--- src/design/otb_pkg.sv ---
// Shared types and constants for the one-shot timer bank.
package otb_pkg;

  localparam int TIMERS      = 16;
  localparam int COUNT_BITS  = 16;
  localparam int MAX_RESULTS = 16;
  localparam int ID_W        = 4;
  localparam int PERIOD_W    = 16;
  localparam int STATE_W     = 2;
  localparam int IDX_W       = (TIMERS > 1) ? $clog2(TIMERS) : 1;
  localparam int NUM_W       = $clog2(MAX_RESULTS + 1);
  localparam int CMP_W       = (COUNT_BITS > PERIOD_W) ? COUNT_BITS : PERIOD_W;
  localparam int FIFO_DEPTH  = 2;
  localparam int FIFO_AW     = $clog2(FIFO_DEPTH);

  // Command codes, equal to the mode field values.
  typedef enum logic [2:0] {
    OP_TICK   = 3'd0,
    OP_CREATE = 3'd1,
    OP_RESET  = 3'd2,
    OP_DELETE = 3'd3,
    OP_SET    = 3'd4,
    OP_GET    = 3'd5
  } op_t;

  // Run state answers.
  localparam logic [STATE_W-1:0] STATE_STOPPED = 2'd0;
  localparam logic [STATE_W-1:0] STATE_INVALID = 2'd2;

  // Result kinds and status codes.
  localparam logic KIND_RESP   = 1'b0;
  localparam logic KIND_EXPIRY = 1'b1;
  localparam logic STATUS_OK   = 1'b0;
  localparam logic STATUS_FAIL = 1'b1;

  // Classified command as it travels through the queue.
  typedef struct packed {
    op_t                  op;
    logic                 inbank;
    logic [IDX_W-1:0]     idx;
    logic [PERIOD_W-1:0]  period;
    logic                 new_state;
  } cmd_t;

  typedef enum logic [1:0] {
    ST_IDLE,
    ST_SCAN,
    ST_FLUSH
  } back_state_t;

endpackage

--- src/design/otb_front.sv ---
// Front end: accepts commands, drops unused modes and classifies the index.
module otb_front (
  input  logic                         in_valid,
  output logic                         in_ready,
  input  logic [2:0]                   in_mode,
  input  logic [otb_pkg::ID_W-1:0]     in_timer_id,
  input  logic [otb_pkg::PERIOD_W-1:0] in_period,
  input  logic                         in_new_state,
  input  logic                         fifo_full,
  output logic                         push,
  output otb_pkg::cmd_t                push_cmd
);

  logic mode_ok;

  // Keep only the six defined modes.
  always_comb begin
    case (in_mode)
      otb_pkg::OP_TICK,
      otb_pkg::OP_CREATE,
      otb_pkg::OP_RESET,
      otb_pkg::OP_DELETE,
      otb_pkg::OP_SET,
      otb_pkg::OP_GET: mode_ok = 1'b1;
      default:         mode_ok = 1'b0;
    endcase
  end

  assign in_ready = !fifo_full;
  assign push     = in_valid && in_ready && mode_ok;

  // Build the queued command; an index past the bank counts as unallocated.
  always_comb begin
    push_cmd.op        = otb_pkg::op_t'(in_mode);
    push_cmd.inbank    = (32'(in_timer_id) < otb_pkg::TIMERS);
    push_cmd.idx       = otb_pkg::IDX_W'(in_timer_id);
    push_cmd.period    = in_period;
    push_cmd.new_state = in_new_state;
  end

endmodule

--- src/design/otb_cmd_fifo.sv ---
// Short command queue between the front end and the timer engine.
module otb_cmd_fifo (
  input  logic          clk,
  input  logic          rst_n,
  input  logic          push,
  input  otb_pkg::cmd_t push_cmd,
  output logic          full,
  input  logic          pop,
  output logic          pop_valid,
  output otb_pkg::cmd_t pop_cmd
);

  otb_pkg::cmd_t                 mem_r [otb_pkg::FIFO_DEPTH];
  logic [otb_pkg::FIFO_AW-1:0]   wr_ptr_r, wr_ptr_nxt;
  logic [otb_pkg::FIFO_AW-1:0]   rd_ptr_r, rd_ptr_nxt;
  logic [otb_pkg::FIFO_AW:0]     count_r, count_nxt;

  assign full      = (count_r == (otb_pkg::FIFO_AW + 1)'(otb_pkg::FIFO_DEPTH));
  assign pop_valid = (count_r != '0);
  assign pop_cmd   = mem_r[rd_ptr_r];

  // Advance pointers and occupancy.
  always_comb begin
    wr_ptr_nxt = push ? wr_ptr_r + 1'b1 : wr_ptr_r;
    rd_ptr_nxt = pop ? rd_ptr_r + 1'b1 : rd_ptr_r;
    count_nxt  = count_r;
    if (push && !pop) begin
      count_nxt = count_r + 1'b1;
    end else if (pop && !push) begin
      count_nxt = count_r - 1'b1;
    end
  end

  always_ff @(posedge clk) begin
    if (!rst_n) begin
      wr_ptr_r <= '0;
      rd_ptr_r <= '0;
      count_r  <= '0;
    end else begin
      wr_ptr_r <= wr_ptr_nxt;
      rd_ptr_r <= rd_ptr_nxt;
      count_r  <= count_nxt;
    end
  end

  // Store the entry.
  always_ff @(posedge clk) begin
    if (push) begin
      mem_r[wr_ptr_r] <= push_cmd;
    end
  end

endmodule

--- src/design/otb_back.sv ---
// Timer engine: holds the timer table, runs commands and tick scans, drives results.
module otb_back (
  input  logic                           clk,
  input  logic                           rst_n,
  input  logic                           pop_valid,
  input  otb_pkg::cmd_t                  pop_cmd,
  output logic                           pop,
  output logic                           out_valid,
  input  logic                           out_ready,
  output logic                           out_kind,
  output logic                           out_status,
  output logic [otb_pkg::STATE_W-1:0]    out_state_out,
  output logic [otb_pkg::ID_W-1:0]       out_expired_id,
  output logic                           out_last
);

  localparam logic [otb_pkg::COUNT_BITS-1:0] COUNT_MAX = '1;
  localparam logic [otb_pkg::IDX_W-1:0]      LAST_IDX  = otb_pkg::IDX_W'(otb_pkg::TIMERS - 1);

  // Timer table.
  logic                            allocated_r [otb_pkg::TIMERS];
  logic                            running_r   [otb_pkg::TIMERS];
  logic [otb_pkg::COUNT_BITS-1:0]  count_r     [otb_pkg::TIMERS];
  logic [otb_pkg::PERIOD_W-1:0]    period_r    [otb_pkg::TIMERS];

  otb_pkg::back_state_t            state_r, state_nxt;
  logic [otb_pkg::IDX_W-1:0]       scan_idx_r, scan_idx_nxt;
  logic [otb_pkg::NUM_W-1:0]       num_r, num_nxt;
  logic                            pend_valid_r, pend_valid_nxt;
  logic [otb_pkg::IDX_W-1:0]       pend_id_r, pend_id_nxt;

  logic                            out_valid_r, out_valid_nxt;
  logic                            out_kind_r, out_status_r, out_last_r;
  logic [otb_pkg::STATE_W-1:0]     out_state_r;
  logic [otb_pkg::ID_W-1:0]        out_id_r;

  // Engine controls.
  logic                            slot_free;
  logic [otb_pkg::IDX_W-1:0]       addr;
  logic                            rd_alloc, rd_run;
  logic [otb_pkg::COUNT_BITS-1:0]  rd_count, count_inc;
  logic [otb_pkg::PERIOD_W-1:0]    rd_period;
  logic                            alloc_ok, expire, emit;
  logic                            alloc_we, alloc_val, run_we, run_val;
  logic                            count_we, period_we;
  logic [otb_pkg::COUNT_BITS-1:0]  count_val;
  logic                            out_load, ld_kind, ld_status, ld_last;
  logic [otb_pkg::STATE_W-1:0]     ld_state;
  logic [otb_pkg::ID_W-1:0]        ld_id;

  assign slot_free = !out_valid_r || out_ready;

  // Read the entry at the scan index or at the command index.
  assign addr      = (state_r == otb_pkg::ST_SCAN) ? scan_idx_r : pop_cmd.idx;
  assign rd_alloc  = allocated_r[addr];
  assign rd_run    = running_r[addr];
  assign rd_count  = count_r[addr];
  assign rd_period = period_r[addr];
  assign alloc_ok  = pop_cmd.inbank && rd_alloc;

  // Saturating increment and expiry test for the scanned entry.
  assign count_inc = (rd_count == COUNT_MAX) ? rd_count : rd_count + 1'b1;
  assign expire    = rd_alloc && rd_run &&
                     (otb_pkg::CMP_W'(count_inc) >= otb_pkg::CMP_W'(rd_period));
  assign emit      = expire && pend_valid_r &&
                     (num_r < otb_pkg::NUM_W'(otb_pkg::MAX_RESULTS));

  // Next state.
  always_comb begin
    state_nxt = state_r;
    case (state_r)
      otb_pkg::ST_IDLE: begin
        if (pop && pop_cmd.op == otb_pkg::OP_TICK) begin
          state_nxt = otb_pkg::ST_SCAN;
        end
      end
      otb_pkg::ST_SCAN: begin
        if (!(emit && !slot_free) && scan_idx_r == LAST_IDX) begin
          if (pend_valid_r || (expire && num_r < otb_pkg::NUM_W'(otb_pkg::MAX_RESULTS))) begin
            state_nxt = otb_pkg::ST_FLUSH;
          end else begin
            state_nxt = otb_pkg::ST_IDLE;
          end
        end
      end
      otb_pkg::ST_FLUSH: begin
        if (slot_free) begin
          state_nxt = otb_pkg::ST_IDLE;
        end
      end
      default: state_nxt = otb_pkg::ST_IDLE;
    endcase
  end

  // Outputs: table writes, result loads and scan bookkeeping.
  always_comb begin
    pop            = 1'b0;
    alloc_we       = 1'b0;
    alloc_val      = 1'b0;
    run_we         = 1'b0;
    run_val        = 1'b0;
    count_we       = 1'b0;
    count_val      = '0;
    period_we      = 1'b0;
    out_load       = 1'b0;
    ld_kind        = otb_pkg::KIND_RESP;
    ld_status      = otb_pkg::STATUS_OK;
    ld_state       = otb_pkg::STATE_STOPPED;
    ld_id          = '0;
    ld_last        = 1'b1;
    scan_idx_nxt   = scan_idx_r;
    num_nxt        = num_r;
    pend_valid_nxt = pend_valid_r;
    pend_id_nxt    = pend_id_r;
    case (state_r)
      otb_pkg::ST_IDLE: begin
        pop = pop_valid && (pop_cmd.op == otb_pkg::OP_TICK || slot_free);
        if (pop) begin
          out_load = (pop_cmd.op != otb_pkg::OP_TICK);
          ld_status = alloc_ok ? otb_pkg::STATUS_OK : otb_pkg::STATUS_FAIL;
          case (pop_cmd.op)
            otb_pkg::OP_TICK: begin
              scan_idx_nxt   = '0;
              num_nxt        = '0;
              pend_valid_nxt = 1'b0;
            end
            otb_pkg::OP_CREATE: begin
              ld_status = pop_cmd.inbank ? otb_pkg::STATUS_OK : otb_pkg::STATUS_FAIL;
              alloc_we  = pop_cmd.inbank;
              alloc_val = 1'b1;
              run_we    = pop_cmd.inbank;
              run_val   = pop_cmd.new_state;
              count_we  = pop_cmd.inbank;
              period_we = pop_cmd.inbank;
            end
            otb_pkg::OP_RESET: begin
              run_we   = alloc_ok;
              run_val  = pop_cmd.new_state;
              count_we = alloc_ok;
            end
            otb_pkg::OP_DELETE: begin
              alloc_we = alloc_ok;
              run_we   = alloc_ok;
              count_we = alloc_ok;
            end
            otb_pkg::OP_SET: begin
              run_we  = alloc_ok;
              run_val = pop_cmd.new_state;
            end
            otb_pkg::OP_GET: begin
              ld_state = alloc_ok ? {1'b0, rd_run} : otb_pkg::STATE_INVALID;
            end
            default: out_load = 1'b0;
          endcase
        end
      end
      otb_pkg::ST_SCAN: begin
        // Hold the step while the previous event waits for a free slot.
        if (!(emit && !slot_free)) begin
          run_we       = expire;
          run_val      = 1'b0;
          count_we     = rd_alloc && rd_run;
          count_val    = count_inc;
          scan_idx_nxt = scan_idx_r + 1'b1;
          if (expire && num_r < otb_pkg::NUM_W'(otb_pkg::MAX_RESULTS)) begin
            num_nxt        = num_r + 1'b1;
            pend_valid_nxt = 1'b1;
            pend_id_nxt    = scan_idx_r;
          end
          if (emit) begin
            out_load = 1'b1;
            ld_kind  = otb_pkg::KIND_EXPIRY;
            ld_id    = otb_pkg::ID_W'(pend_id_r);
            ld_last  = 1'b0;
          end
        end
      end
      otb_pkg::ST_FLUSH: begin
        // Send the final event with its last mark.
        if (slot_free) begin
          out_load       = 1'b1;
          ld_kind        = otb_pkg::KIND_EXPIRY;
          ld_id          = otb_pkg::ID_W'(pend_id_r);
          ld_last        = 1'b1;
          pend_valid_nxt = 1'b0;
        end
      end
      default: pop = 1'b0;
    endcase
  end

  assign out_valid_nxt = out_load || (out_valid_r && !out_ready);

  always_ff @(posedge clk) begin
    if (!rst_n) begin
      state_r      <= otb_pkg::ST_IDLE;
      out_valid_r  <= 1'b0;
      pend_valid_r <= 1'b0;
      num_r        <= '0;
      scan_idx_r   <= '0;
    end else begin
      state_r      <= state_nxt;
      out_valid_r  <= out_valid_nxt;
      pend_valid_r <= pend_valid_nxt;
      num_r        <= num_nxt;
      scan_idx_r   <= scan_idx_nxt;
    end
  end

  // Result payload and pending event index.
  always_ff @(posedge clk) begin
    pend_id_r <= pend_id_nxt;
    if (out_load) begin
      out_kind_r   <= ld_kind;
      out_status_r <= (ld_kind == otb_pkg::KIND_EXPIRY) ? otb_pkg::STATUS_OK : ld_status;
      out_state_r  <= ld_state;
      out_id_r     <= ld_id;
      out_last_r   <= ld_last;
    end
  end

  // Allocated and run marks clear at reset.
  always_ff @(posedge clk) begin
    if (!rst_n) begin
      for (int i = 0; i < otb_pkg::TIMERS; i++) begin
        allocated_r[i] <= 1'b0;
        running_r[i]   <= 1'b0;
      end
    end else begin
      if (alloc_we) begin
        allocated_r[addr] <= alloc_val;
      end
      if (run_we) begin
        running_r[addr] <= run_val;
      end
    end
  end

  // Counts and periods are loaded by create before they are ever read.
  always_ff @(posedge clk) begin
    if (count_we) begin
      count_r[addr] <= count_val;
    end
    if (period_we) begin
      period_r[addr] <= pop_cmd.period;
    end
  end

  assign out_valid      = out_valid_r;
  assign out_kind       = out_kind_r;
  assign out_status     = out_status_r;
  assign out_state_out  = out_state_r;
  assign out_expired_id = out_id_r;
  assign out_last       = out_last_r;

endmodule

--- src/design/one_shot_timer_bank.sv ---
// Top level of the one-shot timer bank: front end, command queue and timer engine.
// A command response passes the command queue and the result register on its way out.
// Throughput: one command per cycle while results are taken; a tick holds the engine
// while it dispatches, scans one entry per cycle, then sends any final expiry event.
// Back-pressure on results stalls the scan only at entries that expire.
// Reset: synchronous; all timers unallocated and stopped, queue and result slot empty.
module one_shot_timer_bank (
  input  logic                         clk,
  input  logic                         rst_n,
  input  logic                         in_valid,
  output logic                         in_ready,
  input  logic [2:0]                   in_mode,
  input  logic [otb_pkg::ID_W-1:0]     in_timer_id,
  input  logic [otb_pkg::PERIOD_W-1:0] in_period,
  input  logic                         in_new_state,
  output logic                         out_valid,
  input  logic                         out_ready,
  output logic                         out_kind,
  output logic                         out_status,
  output logic [otb_pkg::STATE_W-1:0]  out_state_out,
  output logic [otb_pkg::ID_W-1:0]     out_expired_id,
  output logic                         out_last
);

  logic          fifo_full, push, pop, pop_valid;
  otb_pkg::cmd_t push_cmd, pop_cmd;

  otb_front u_front (
    .in_valid     (in_valid),
    .in_ready     (in_ready),
    .in_mode      (in_mode),
    .in_timer_id  (in_timer_id),
    .in_period    (in_period),
    .in_new_state (in_new_state),
    .fifo_full    (fifo_full),
    .push         (push),
    .push_cmd     (push_cmd)
  );

  otb_cmd_fifo u_fifo (
    .clk       (clk),
    .rst_n     (rst_n),
    .push      (push),
    .push_cmd  (push_cmd),
    .full      (fifo_full),
    .pop       (pop),
    .pop_valid (pop_valid),
    .pop_cmd   (pop_cmd)
  );

  otb_back u_back (
    .clk            (clk),
    .rst_n          (rst_n),
    .pop_valid      (pop_valid),
    .pop_cmd        (pop_cmd),
    .pop            (pop),
    .out_valid      (out_valid),
    .out_ready      (out_ready),
    .out_kind       (out_kind),
    .out_status     (out_status),
    .out_state_out  (out_state_out),
    .out_expired_id (out_expired_id),
    .out_last       (out_last)
  );

endmodule

--- config.mk ---
export PLATFORM = sky130hd
export DESIGN_NAME = one_shot_timer_bank
export DESIGN_NICKNAME = d
export VERILOG_FILES = /design/src/design/otb_pkg.sv /design/src/design/otb_front.sv /design/src/design/otb_cmd_fifo.sv /design/src/design/otb_back.sv /design/src/design/one_shot_timer_bank.sv
export SDC_FILE = /design/constraint.sdc
export NUM_CORES = 1
export LEC_CHECK = 0
export BUFFER_PORTS_ARGS = -buffer_cell sky130_fd_sc_hd__buf_2
export CORE_ASPECT_RATIO = 0.8
export CORE_UTILIZATION = 54
export DETAILED_ROUTE_END_ITERATION = 8
export PLACE_DENSITY = 0.73
export SYNTH_ARGS = -nofsm -noshare
export SYNTH_HDL_FRONTEND = slang
export SYNTH_SLANG_ARGS = --single-unit
--- constraint.sdc ---
create_clock -name clk -period 7 [get_ports clk]
set_input_delay 1.4 -clock clk [delete_from_list [all_inputs] [get_ports clk]]
set_output_delay 1.4 -clock clk [all_outputs]
set_load 0.01 [all_outputs]
# Word level (Yosys, flattened, before mapping)
# Memory sizes are Yosys's and may differ from the RTL's. A register that Yosys moved wholly into a read port is not among the register bits.
# Cells that the tools add are included.
[classes]
bitwise_logic = 4
n_eq_ne = 22
n_reduce_logical = 50
n_lt_le_gt_ge = 2
n_addsub = 7
muxes = 85
[op_table]
columns = ["operator", "n"]
rows = [
  ["2-to-1 mux 1 bit", 50],
  ["2-to-1 mux 16 bit", 3],
  ["2-to-1 mux 4 bit", 9],
  ["2-to-1 mux 5 bit", 4],
  ["adder 16 x 1 -> 16 bit, second input constant", 1],
  ["equality test 16 bit, second input constant", 1],
  ["greater-or-equal comparator 16 bit", 1],
  ["case mux 4 bit (2 select lines)", 2],
  ["logical AND 1 bit", 14],
  ["2-to-1 mux 2 bit", 7],
  ["equality test 3 x 2 -> 1 bit, second input constant", 4],
  ["equality test 3 bit, second input constant", 4],
  ["case mux 1 bit (2 select lines)", 6],
  ["OR reduction 6 bit", 2],
  ["case mux 5 bit (2 select lines)", 1],
  ["AND reduction 3 bit", 3],
  ["OR reduction 3 bit", 3],
  ["inequality test 2 x 1 -> 1 bit, second input constant", 4],
  ["AND reduction 4 bit", 2],
  ["logical NOT 1 bit", 7],
  ["equality test 3 x 1 -> 1 bit, second input constant", 2],
  ["logical NOT 3 bit", 2],
  ["inequality test 2 bit, second input constant", 3],
  ["case mux 1 bit (3 select lines)", 2],
  ["other kinds (20)", 33],
]
[totals]
output_inout_bits = 11
ramBits = 592
word_cells = 190
register_bits = 30
memories = 5
inputBits = 28
[mem_list]
columns = ["memory", "words", "word_bits", "rd", "rd_ports_with_merged_regs", "write_ports", "line_no", "source"]
rows = [
  ["u_back.count_r", 16, 16, 1, 0, 1, "otb_back.sv:23", "logic [otb_pkg::COUNT_BITS-1:0] count_r [otb_pkg::TIMERS];"],
  ["u_back.period_r", 16, 16, 1, 0, 1, "otb_back.sv:24", "logic [otb_pkg::PERIOD_W-1:0] period_r [otb_pkg::TIMERS];"],
  ["u_fifo.mem_r", 2, 24, 1, 1, 1, "otb_cmd_fifo.sv:13", "otb_pkg::cmd_t mem_r [otb_pkg::FIFO_DEPTH];"],
  ["u_back.allocated_r", 16, 1, 1, 0, 16, "otb_back.sv:21", "logic allocated_r [otb_pkg::TIMERS];"],
  ["u_back.running_r", 16, 1, 1, 0, 16, "otb_back.sv:22", "logic running_r [otb_pkg::TIMERS];"],
]

# Longest topological paths before layout
# Gate-level depths: netlist (run 1).
# An unclocked memory read counts as a cell.
[logic_depth]
depth_word = 17
depth_mapped = 32
mapped_depth_nobuf = 27

# Hierarchy
# From an unflattened synthesis (run 1), not the netlist that was laid out.
[hier_totals]
cells_unflattened = 1564
area_unflattened_um2 = 26210.1
[by_module_without_submodules]
columns = ["module", "instances", "cells_each", "seq_area_each_um2", "area_per_inst_um2"]
rows = [
  ["otb_back", 1, 1435, 16666.0, 23980.5],
  ["otb_cmd_fifo", 1, 100, 1601.5, 2024.4],
  ["otb_front", 1, 29, 0.0, 205.2],
]

# Worst setup path before layout (run 1)
# OpenSTA, ideal clock, no wires.
[synth_path]
kind = "register to register"
start = "register u_back.state_r[1]"
end = "memory u_back.count_r[10][0] (netlist name) (enable)"
t_arrival_ns = 6.699
period_less_slack_ns = 7.087
setup_time_ns = 0.388
stages_incl_launch_ff = 30
t_required_ns = 6.612
setup_slack_ns = -0.087
path_buffers = 5
cell_sequence = "dfxtp_1 inv_1 ha_1 buf_2 o21ai_1 buf_4 buf_2 mux2i_1 mux2i_1 mux2_2 inv_1 ha_1 inv_1 a211oi_1 o22ai_2 or4_1 buf_4 xnor2_2 ha_1 nand2b_1 a21o_1 a21o_1 a21oi_1 o21ai_0 a211oi_1 nor2_1 nand3_1 a2bb2oi_1 clkbuf_1 nor2_1"
[synth_between]
elab_chain_len = 14
elab_cells_between_ends = 23
classes_between = "add/sub (1); order compare (1); eq/ne (2); mux (8); reduce/logical (7); memory (4)"
[synth_lines]
columns = ["element", "line_no", "source"]
rows = [
  ["from (decl)", "otb_back.sv:26", "otb_pkg::back_state_t state_r, state_nxt;"],
  ["from (signal assigned)", "otb_back.sv:196", "state_r <= otb_pkg::ST_IDLE;"],
  ["from (signal assigned)", "otb_back.sv:202", "state_r <= state_nxt;"],
  ["equality test 2 x 1 -> 1 bit", "otb_back.sv:54, otb_back.sv:115", ""],
  ["2-to-1 mux 4 bit", "otb_back.sv:54", "assign addr = (state_r == otb_pkg::ST_SCAN) ? scan_idx_r : pop_cmd.idx;"],
  ["memory read (16 x 16 bit)", "-", ""],
  ["adder 16 x 1 -> 16 bit / equality test 16 bit (equally long branches)", "otb_back.sv:62", "assign count_inc = (rd_count == COUNT_MAX) ? rd_count : rd_count + 1'b1;"],
  ["2-to-1 mux 16 bit", "otb_back.sv:62", ""],
  ["greater-or-equal comparator 16 bit", "otb_back.sv:64", "(otb_pkg::CMP_W'(count_inc) >= otb_pkg::CMP_W'(rd_period));"],
  ["logical AND 1 bit", "otb_back.sv:63", "assign expire = rd_alloc && rd_run &&"],
  ["logical AND 1 bit (2 in a row)", "otb_back.sv:65", "assign emit = expire && pend_valid_r &&"],
  ["logical AND 1 bit", "otb_back.sv:159", "if (!(emit && !slot_free)) begin"],
  ["2-to-1 mux 1 bit", "otb_back.sv:159", ""],
  ["case mux 1 bit (2 select lines)", "otb_back.sv:115", "case (state_r)"],
  ["2-to-1 mux 1 bit", "otb_back.sv:241", "if (count_we) begin"],
  ["2-to-1 mux 1 bit (implied by the code)", "otb_back.sv:242", "count_r[addr] <= count_val;"],
  ["to (decl)", "otb_back.sv:23", ""],
]
# Several ways; a longest one is shown, not always the timed one.

==> load_flow_metrics.sql, run 1 <==
INSERT INTO impl_metrics (metric_group, metric, value, unit) VALUES
('run_status', 'run_status', 'finished clean', ''),
('synth', 'synthMostInstantiatedCell', 'sky130_fd_sc_hd__edfxtp_1', ''),
('grt', 'pin_count_of_the_biggest_net_entering_global_routing', '56', ''),
('worst_setup_path', 'worst_setup_path_endpoint', 'u_back.count_r[10][6]$_DFFE_PP_', ''),
('layout', 'post_layout_nonfiller_instances', '2543', ''),
('cts', 'cts_root_buf', 'sky130_fd_sc_hd__clkbuf_16', ''),
('detailed_routing', 'top_layer_used', 'met4', ''),
('detailed_routing', 'wl_met1', '27500', 'um'),
('worst_setup_path', 'setup.worst_path.start_class', 'register', ''),
('run', 'max_cap_violations', '0', ''),
('worst_setup_path', 'regToRegSetupSlack', '0.45', 'ns'),
('synth', 'synth_edf_count', '573', ''),
('synth', 'synth.cells.most_frequent', '573 x sky130_fd_sc_hd__edfxtp_1, 161 x sky130_fd_sc_hd__mux2i_1, 154 x sky130_fd_sc_hd__nand2_1', ''),
('cts', 'clock_latency', '0.65', 'ns'),
('synth', 'ys_seq_elements', '623', ''),
('worst_setup_path', 'critPathMaxStageDelay', '0.53', 'ns'),
('sta', 'worst_slew_margin_rel', '0.180', ''),
('synth', 'synthesis.area_per_instance', '15.5', 'um^2'),
('detailed_routing', 'starting_drt_drc_count', '1703', ''),
('cts', 'post_cts_hold_buffer_count', '0', ''),
('power', 'net-switching-power', '4.90', 'mW'),
('synth', 'syn_nets', '1786', ''),
('floorplan', 'dieWidth', '251', 'um'),
('synth', 'synthFlopType', 'sky130_fd_sc_hd__edfxtp_1', ''),
('sta', 'report.final.hold_viol_count', '0', ''),
('power', 'worst_ir_drop_vdd', '0.000243', 'V'),
('detailed_routing', 'routed-wl-met3', '5770', 'um'),
('placement', 'gp_routability_congestion', '0.907', ''),
('synth', 'synth_seq_area_share', '0.678', ''),
('placement', 'numPortBuffers', '38', ''),
('floorplan', 'std_cell_rows', '72', ''),
('power', 'internal-power', '8.43', 'mW'),
('grt', 'number_of_global_route_vias_before_repair', '15500', ''),
('floorplan', 'floorplan.die_area', '50600', 'um^2'),
('worst_setup_path', 'arrival', '6.85', 'ns'),
('worst_setup_path', 'critical-path-top-cell-by-count', 'sky130_fd_sc_hd__buf_4', ''),
('synth', 'async_reset_ff_frac', '0', ''),
('floorplan', 'start_util', '0.551', ''),
('sta', 'final-max-slew-violation-count', '0', ''),
('detailed_routing', 'drt_pass1_iterations', '5', ''),
('power', 'power.density', '441', 'nW/um^2'),
('sta', 'report.final.setup_viol', '0', ''),
('cts', 'clock_sink_count', '623', ''),
('sta', 'fin_crit', '6.55', 'ns'),
('synth', 'synthTopCellsByArea', 'sky130_fd_sc_hd__edfxtp_1 64%, sky130_fd_sc_hd__mux4_2 6.5%, sky130_fd_sc_hd__mux2i_1 6.0%', ''),
('detailed_routing', 'drt-vias-per-instance', '6.29', ''),
('worst_setup_path', 'reg2regPathDepth', '26', ''),
('synth', 'syn_inst', '1734', ''),
('power', 'power_frac_comb', '0.418', ''),
('sta', 'maximum_clock_rate', '153', 'MHz'),
('worst_setup_path', 'crit_type', 'reg -> reg', ''),
('layout', 'fill_cells', '3445', ''),
('placement', 'dpl_worst_slack', '0.0825', 'ns'),
('detailed_routing', 'routed-wl-met2', '28900', 'um'),
('cts', 'h_tree_depth_reported_by_cts', '2', ''),
('sta', 'finalClockSkew', '0.0320', 'ns'),
('worst_setup_path', 'worst_setup_path_end_kind', 'register', ''),
('sta', 'worst_pin_slew', '1.23', 'ns'),
('grt', 'grt_antenna_before_repair', '0', ''),
('power', 'power.sequential.fraction', '0.344', ''),
('worst_setup_path', 'crit-reg2reg-capture', 'u_back.count_r[10][6]$_DFFE_PP_', ''),
('power', 'pwr_total', '13.3', 'mW'),
('grt', 'grt_pass1_wl', '94900', 'um'),
('worst_setup_path', 'critPathSlowestCell', 'sky130_fd_sc_hd__dfxtp_1', ''),
('detailed_routing', 'num_vias', '16000', ''),
('floorplan', 'die_height', '201', 'um'),
('placement', 'post-place-cells', '2425', ''),
('min_path', 'timing.hold.worst.class', 'reg -> reg', ''),
('layout', 'fin_nets', '1880', ''),
('layout', 'area.growth.synth_to_final', '12.6', '%'),
('worst_setup_path', 'cp_num_buf_inv', '6', '');
[flip-flops by register name, indices dropped and copies added (netlist names), 2 cells and up, named ones only]
register               cells
u_back.num_r               5
u_back.state_r             2
u_back.period_r          256
u_back.running_r          16
u_fifo.mem_r              48
u_back.allocated_r        16
u_back.scan_idx_r          4
u_back.pend_id_r           4
u_back.count_r           256
u_back.out_state_out       2
u_back.out_expired_id      4
u_fifo.count_r             2
[cells in the final DEF (no fill, tap or decap), drive strengths merged, types with 9 or more instances in the layout]
| master | netlist | routed |
|---|---|---|
| o31ai | 20 | 20 |
| mux2i | 163 | 163 |
| a21oi | 95 | 95 |
| clkinv | 0 | 28 |
| ha | 24 | 24 |
| a22o | 15 | 15 |
| buf | 59 | 136 |
| dfxtp | 50 | 50 |
| nand3 | 48 | 48 |
| and2 | 12 | 12 |
| a221oi | 9 | 9 |
| edfxtp | 573 | 573 |
| a22oi | 15 | 15 |
| mux2 | 41 | 41 |
| clkbuf | 44 | 69 |
| nand2 | 154 | 154 |
| o211ai | 22 | 22 |
| o21ai | 27 | 27 |
| o21a | 10 | 10 |
| a211oi | 28 | 28 |
| nor2 | 105 | 105 |
| nor3 | 10 | 10 |
| inv | 12 | 14 |
| nor2b | 21 | 21 |
| mux4 | 77 | 77 |
[worst register-to-register path, delay by kind of cell, from the launching register on]
kind | cells | cell delay, ns
AO/OA/AOI/OAI | 9 | 1.82
adder cells (fa/ha/maj) | 2 | 0.46
buffers and inverters | 6 | 1.13
flip-flops | 1 | 0.53
multiplexers | 5 | 1.55
AND/OR/NAND/NOR | 4 | 0.68
[stage by stage]
stage / utilization / TNS (ns) / cell area [um^2] / hold WS, ns
6_report: 0.620 / 0 / 30200 / 0.465
5_1_grt: 0.620 / 0 / 30200 / 0.491
4_1_cts: 0.618 / 0 / 30100 / 0.463
3_5_place_dp: 0.578 / 0 / 28200 / 0.454
3_3_place_gp: 0.578 / 0 / 28200 / 0.442
2_1_floorplan: - / -13.91 / 26800 / 0.406
[worst min-delay path by stage]
stage                                      start                             to  slack, ns  depth (start not counted)
4_1_cts              u_back.running_r[0]$_DFF_P_    u_back.running_r[0]$_DFF_P_       0.46                          2
6_report             u_back.running_r[0]$_DFF_P_    u_back.running_r[0]$_DFF_P_       0.46                          2
5_1_grt              u_back.running_r[5]$_DFF_P_    u_back.running_r[5]$_DFF_P_       0.49                          2
3_5_place_dp         u_back.running_r[0]$_DFF_P_    u_back.running_r[0]$_DFF_P_       0.45                          2
2_1_floorplan  u_back.scan_idx_r[3]$_SDFFE_PN0P_  u_back.pend_id_r[3]$_DFFE_PP_       0.41                          0
3_3_place_gp         u_back.running_r[2]$_DFF_P_    u_back.running_r[2]$_DFF_P_       0.44                          2
[cell type report]
class | count | area, um^2 | area share
clock buffer | 69 | 1510 | 0.0501
clock inverter | 41 | 413 | 0.0137
sequential | 623 | 18200 | 0.602
inverter | 12 | 45.0 | 0.00149
timing repair buffer | 136 | 962 | 0.0318
multi-input combinational | 996 | 8260 | 0.273
tap | 666 | 833 | 0.0276
[kinds of logic after synthesis]
| kind of cell | after synthesis | share of synthesized area |
|---|---|---|
| adder cells (fa/ha/maj) | 24 | 0.0112 |
| AND/OR/NAND/NOR | 390 | 0.0671 |
| AO/OA/AOI/OAI | 288 | 0.0741 |
| flip-flops | 623 | 0.678 |
| buffers and inverters | 115 | 0.0215 |
| multiplexers | 281 | 0.143 |
| XOR/XNOR | 13 | 0.00480 |
[power groups by stage]
stage	clock, mW	combinational, mW	sequential (mW)
2_1_floorplan	0	3.82	4.66
3_3_place_gp	0	5.31	4.65
3_5_place_dp	0	5.43	4.66
4_1_cts	3.22	5.47	4.58
5_1_grt	3.36	6.01	4.59
6_report	3.18	5.57	4.58
[repair_timing]
action,in CTS,in global routing
setup endpoints to repair,0,413
hold endpoints to repair,0,0
gates resized for setup,0,16
setup buffers,0,8
[layer usage]
layer,track usage,vias up
met5,0,-
met2,0.383,823
met1,0.380,8084
met3,0.0402,101
li1,-,6994
met4,0.0716,0
(Power assumes the default switching activity.)
==> run 2, diff against run 1 <==
- CORE_MARGIN: default -> 4
- PLACE_DENSITY: 0.73 -> 0.7
- clock period: 7 -> 6.7 ns (I/O delays scaled with it)
==> load_flow_metrics.sql, run 2 (synthesized netlist as in run 1, its figures left out) <==
INSERT INTO impl_metrics (metric_group, metric, value, unit) VALUES
('run_status', 'run_status', 'finished clean', ''),
('worst_setup_path', 'critPathSlowestCell', 'sky130_fd_sc_hd__o21ai_4', ''),
('grt', 'global_route.usage.total', '0.242', ''),
('detailed_routing', 'num_vias', '15900', ''),
('worst_setup_path', 'setup.worst_path.start_class', 'register', ''),
('detailed_routing', 'wirelength', '65200', 'um'),
('min_path', 'hp-start', 'u_back.running_r[9]$_DFF_P_', ''),
('detailed_routing', 'drt_pass1_iterations', '5', ''),
('power', 'cellLeakagePower', '10.4', 'nW'),
('detailed_routing', 'wl_met1', '28400', 'um'),
('placement', 'gp_routability_congestion', '0.927', ''),
('detailed_routing', 'starting_drt_drc_count', '1924', ''),
('power', 'power_frac_comb', '0.439', ''),
('min_path', 'timing.hold.worst.class', 'reg -> reg', ''),
('worst_setup_path', 'arrival', '6.67', 'ns'),
('floorplan', 'core_region_area', '48700', 'um^2'),
('layout', 'drive_above_1_share', '0.227', ''),
('power', 'power.density', '459', 'nW/um^2'),
('layout', 'fin_nets', '1903', ''),
('detailed_routing', 'routed-wl-met3', '5770', 'um'),
('cts', 'post_cts_hold_buffer_count', '0', ''),
('layout', 'layout_commonest_cell', 'sky130_fd_sc_hd__edfxtp_1', ''),
('worst_setup_path', 'worst_setup_path_endpoint', 'u_back.count_r[13][1]$_DFFE_PP_', ''),
('power', 'pwr_total', '14.0', 'mW'),
('power', 'net-switching-power', '5.19', 'mW'),
('cts', 'h_tree_depth_reported_by_cts', '2', ''),
('floorplan', 'dieWidth', '257', 'um'),
('cts', 'cts_buffers', '58', ''),
('grt', 'grt_antenna_before_repair', '1', ''),
('detailed_routing', 'routed-wl-met2', '29400', 'um'),
('worst_setup_path', 'r2r_start', 'u_back.state_r[1]$_SDFFE_PN0P_', ''),
('worst_setup_path', 'crit_required', '7.01', 'ns'),
('power', 'power.sequential.fraction', '0.342', ''),
('run', 'max_cap_violations', '0', ''),
('worst_setup_path', 'crit-reg2reg-capture', 'u_back.count_r[13][1]$_DFFE_PP_', ''),
('sta', 'worst_pin_slew', '1.31', 'ns'),
('sta', 'fin_crit', '6.36', 'ns'),
('layout', 'most-common-layout-cells', '573 x sky130_fd_sc_hd__edfxtp_1, 160 x sky130_fd_sc_hd__mux2i_1, 154 x sky130_fd_sc_hd__nand2_1', ''),
('worst_setup_path', 'crit_type', 'reg -> reg', ''),
('floorplan', 'start_util', '0.551', ''),
('power', 'sw_frac_of_total', '0.371', ''),
('floorplan', 'die_height', '207', 'um'),
('sta', 'hold-worst-slack', '0.467', 'ns'),
('cts', 'cts_root_buf', 'sky130_fd_sc_hd__clkbuf_16', ''),
('cts', 'cts.reportedPaths.clkPinSlew', '0.06', 'ns'),
('layout', 'area.growth.synth_to_final', '13.7', '%'),
('sta', 'finalClockSkew', '0.0243', 'ns'),
('layout', 'post_layout_nonfiller_instances', '2555', ''),
('layout', 'layout_top_registers', 'u_back.count_r (256), u_back.period_r (256), u_fifo.mem_r (48)', ''),
('sta', 'report.final.setup_viol', '0', ''),
('detailed_routing', 'final_antenna_net_count', '0', ''),
('grt', 'number_of_global_route_vias_before_repair', '15700', ''),
('layout', 'design_area', '30500', 'um^2'),
('power', 'internal-power', '8.81', 'mW'),
('placement', 'numPortBuffers', '38', ''),
('cts', 'tritoncts', 'yes', ''),
('worst_setup_path', 'reg2regPathDepth', '28', ''),
('cts', 'clock_sink_count', '623', ''),
('layout', 'final_core_utilization', '0.627', ''),
('floorplan', 'std_cell_rows', '72', ''),
('worst_setup_path', 'regToRegSetupSlack', '0.34', 'ns'),
('sta', 'report.final.hold_viol_count', '0', ''),
('detailed_routing', 'top_layer_used', 'met4', ''),
('sta', 'final-max-slew-violation-count', '0', ''),
('worst_setup_path', 'worst_setup_path_end_kind', 'register', ''),
('worst_setup_path', 'worst-path-max-fanout', '42', ''),
('cts', 'cts-root-to-sink-buffers', '3', ''),
('sta', 'rsz_0062_raised_after_global_routing', 'false', ''),
('worst_setup_path', 'worst_setup_sp', 'u_back.state_r[1]$_SDFFE_PN0P_', ''),
('placement', 'placed_cell_area', '28700', 'um^2'),
('detailed_routing', 'drc', '0', ''),
('worst_setup_path', 'critPathMaxStageDelay', '0.48', 'ns'),
('sta', 'maximum_clock_rate', '157', 'MHz'),
('detailed_routing', 'drt-vias-per-instance', '6.23', ''),
('placement', 'post-place-cells', '2455', ''),
('sta', 'worst_slew_margin_rel', '0.126', ''),
('grt', 'pin_count_of_the_biggest_net_entering_global_routing', '46', ''),
('floorplan', 'floorplan.die_area', '53400', 'um^2'),
('sta', 'min_period_over_period', '0.949', ''),
('placement', 'hpwlAfterDp', '40600', 'um'),
('grt', 'gr-total-overflow', '0', ''),
('cts', 'clock_latency', '0.63', 'ns'),
('floorplan', 'design.portCount', '39', ''),
('detailed_routing', 'detail_route.wl_per_cell', '25.5', 'um'),
('power', 'worst_ir_drop_vdd', '0.000262', 'V'),
('grt', 'grt_pass1_wl', '98100', 'um'),
('power', 'power.clock.fraction', '0.220', '');
run 2: cell types whose count changed in the layout (fill, tap and decap cells not counted), moves of 6 or more:
cell                       previous run  this run
sky130_fd_sc_hd__nor2_2              35        26
sky130_fd_sc_hd__buf_12               2        24
sky130_fd_sc_hd__nor2_4               0        10
sky130_fd_sc_hd__clkinv_1            17        11
sky130_fd_sc_hd__clkbuf_1            10        17
run 2: final cells by class:
class                   instances  area (um^2)
multi-input cells             996         8330
diodes                          1         2.50
fillers                      3389        18200
clock buffers                  75         1520
well taps                     666          833
repair buffers                160         1410
flip-flops and latches        623        18200
clock inverters                22          196
inverters                      12         47.5
run 2: through the flow:
stage / worst slack [ns] / TNS, ns
final: 0.341 / 0
after global placement: 0.148 / 0
after floorplan: 0.0147 / 0
after CTS: -0.0264 / -0.770
after global routing: 0.00369 / 0
after detailed placement: -0.0128 / -0.134
run 2: worst min path at each step:
| stage | cells after the start | slack, ns | to |
|---|---|---|---|
| after floorplan | 0 | 0.41 | u_back.pend_id_r[3]$_DFFE_PP_ |
| after global placement | 2 | 0.44 | u_back.running_r[6]$_DFF_P_ |
| after detailed placement | 2 | 0.45 | u_back.running_r[13]$_DFF_P_ |
| after CTS | 2 | 0.47 | u_back.running_r[13]$_DFF_P_ |
| after global routing | 2 | 0.48 | u_back.running_r[9]$_DFF_P_ |
| final | 2 | 0.47 | u_back.running_r[9]$_DFF_P_ |
run 2: what timing repair did:
action / CTS / global route
pin swaps: 1 / 0
endpoints found under the setup margin: 149 / 454
resized for setup: 0 / 16
buffers inserted: 2 / 0
run 2: metal layers:
metal | up-vias | track usage
li1 | 7022 | -
met1 | 8042 | 0.366
met2 | 751 | 0.365
met3 | 108 | 0.0473
met4 | 0 | 0.0666
met5 | - | 0
run 2: power groups by stage:
| stage | Sequential [mW] | Clock, mW | Combinational, mW |
|---|---|---|---|
| 4_1_cts | 4.78 | 3.12 | 6.07 |
| 3_3_place_gp | 4.86 | 0 | 5.90 |
| 6_report | 4.78 | 3.07 | 6.14 |
| 5_1_grt | 4.79 | 3.29 | 6.63 |
| 3_5_place_dp | 4.87 | 0 | 6.01 |
| 2_1_floorplan | 4.86 | 0 | 4.03 |
run 2: worst max-delay path, delay by kind of cell, from the launching register on:
| kind | cells | cell delay, ns |
|---|---|---|
| compound gates | 10 | 2.10 |
| buf+inv | 7 | 1.41 |
| mux | 2 | 0.34 |
| flops | 1 | 0.38 |
| fa+ha+maj | 2 | 0.57 |
| simple gates | 7 | 1.17 |
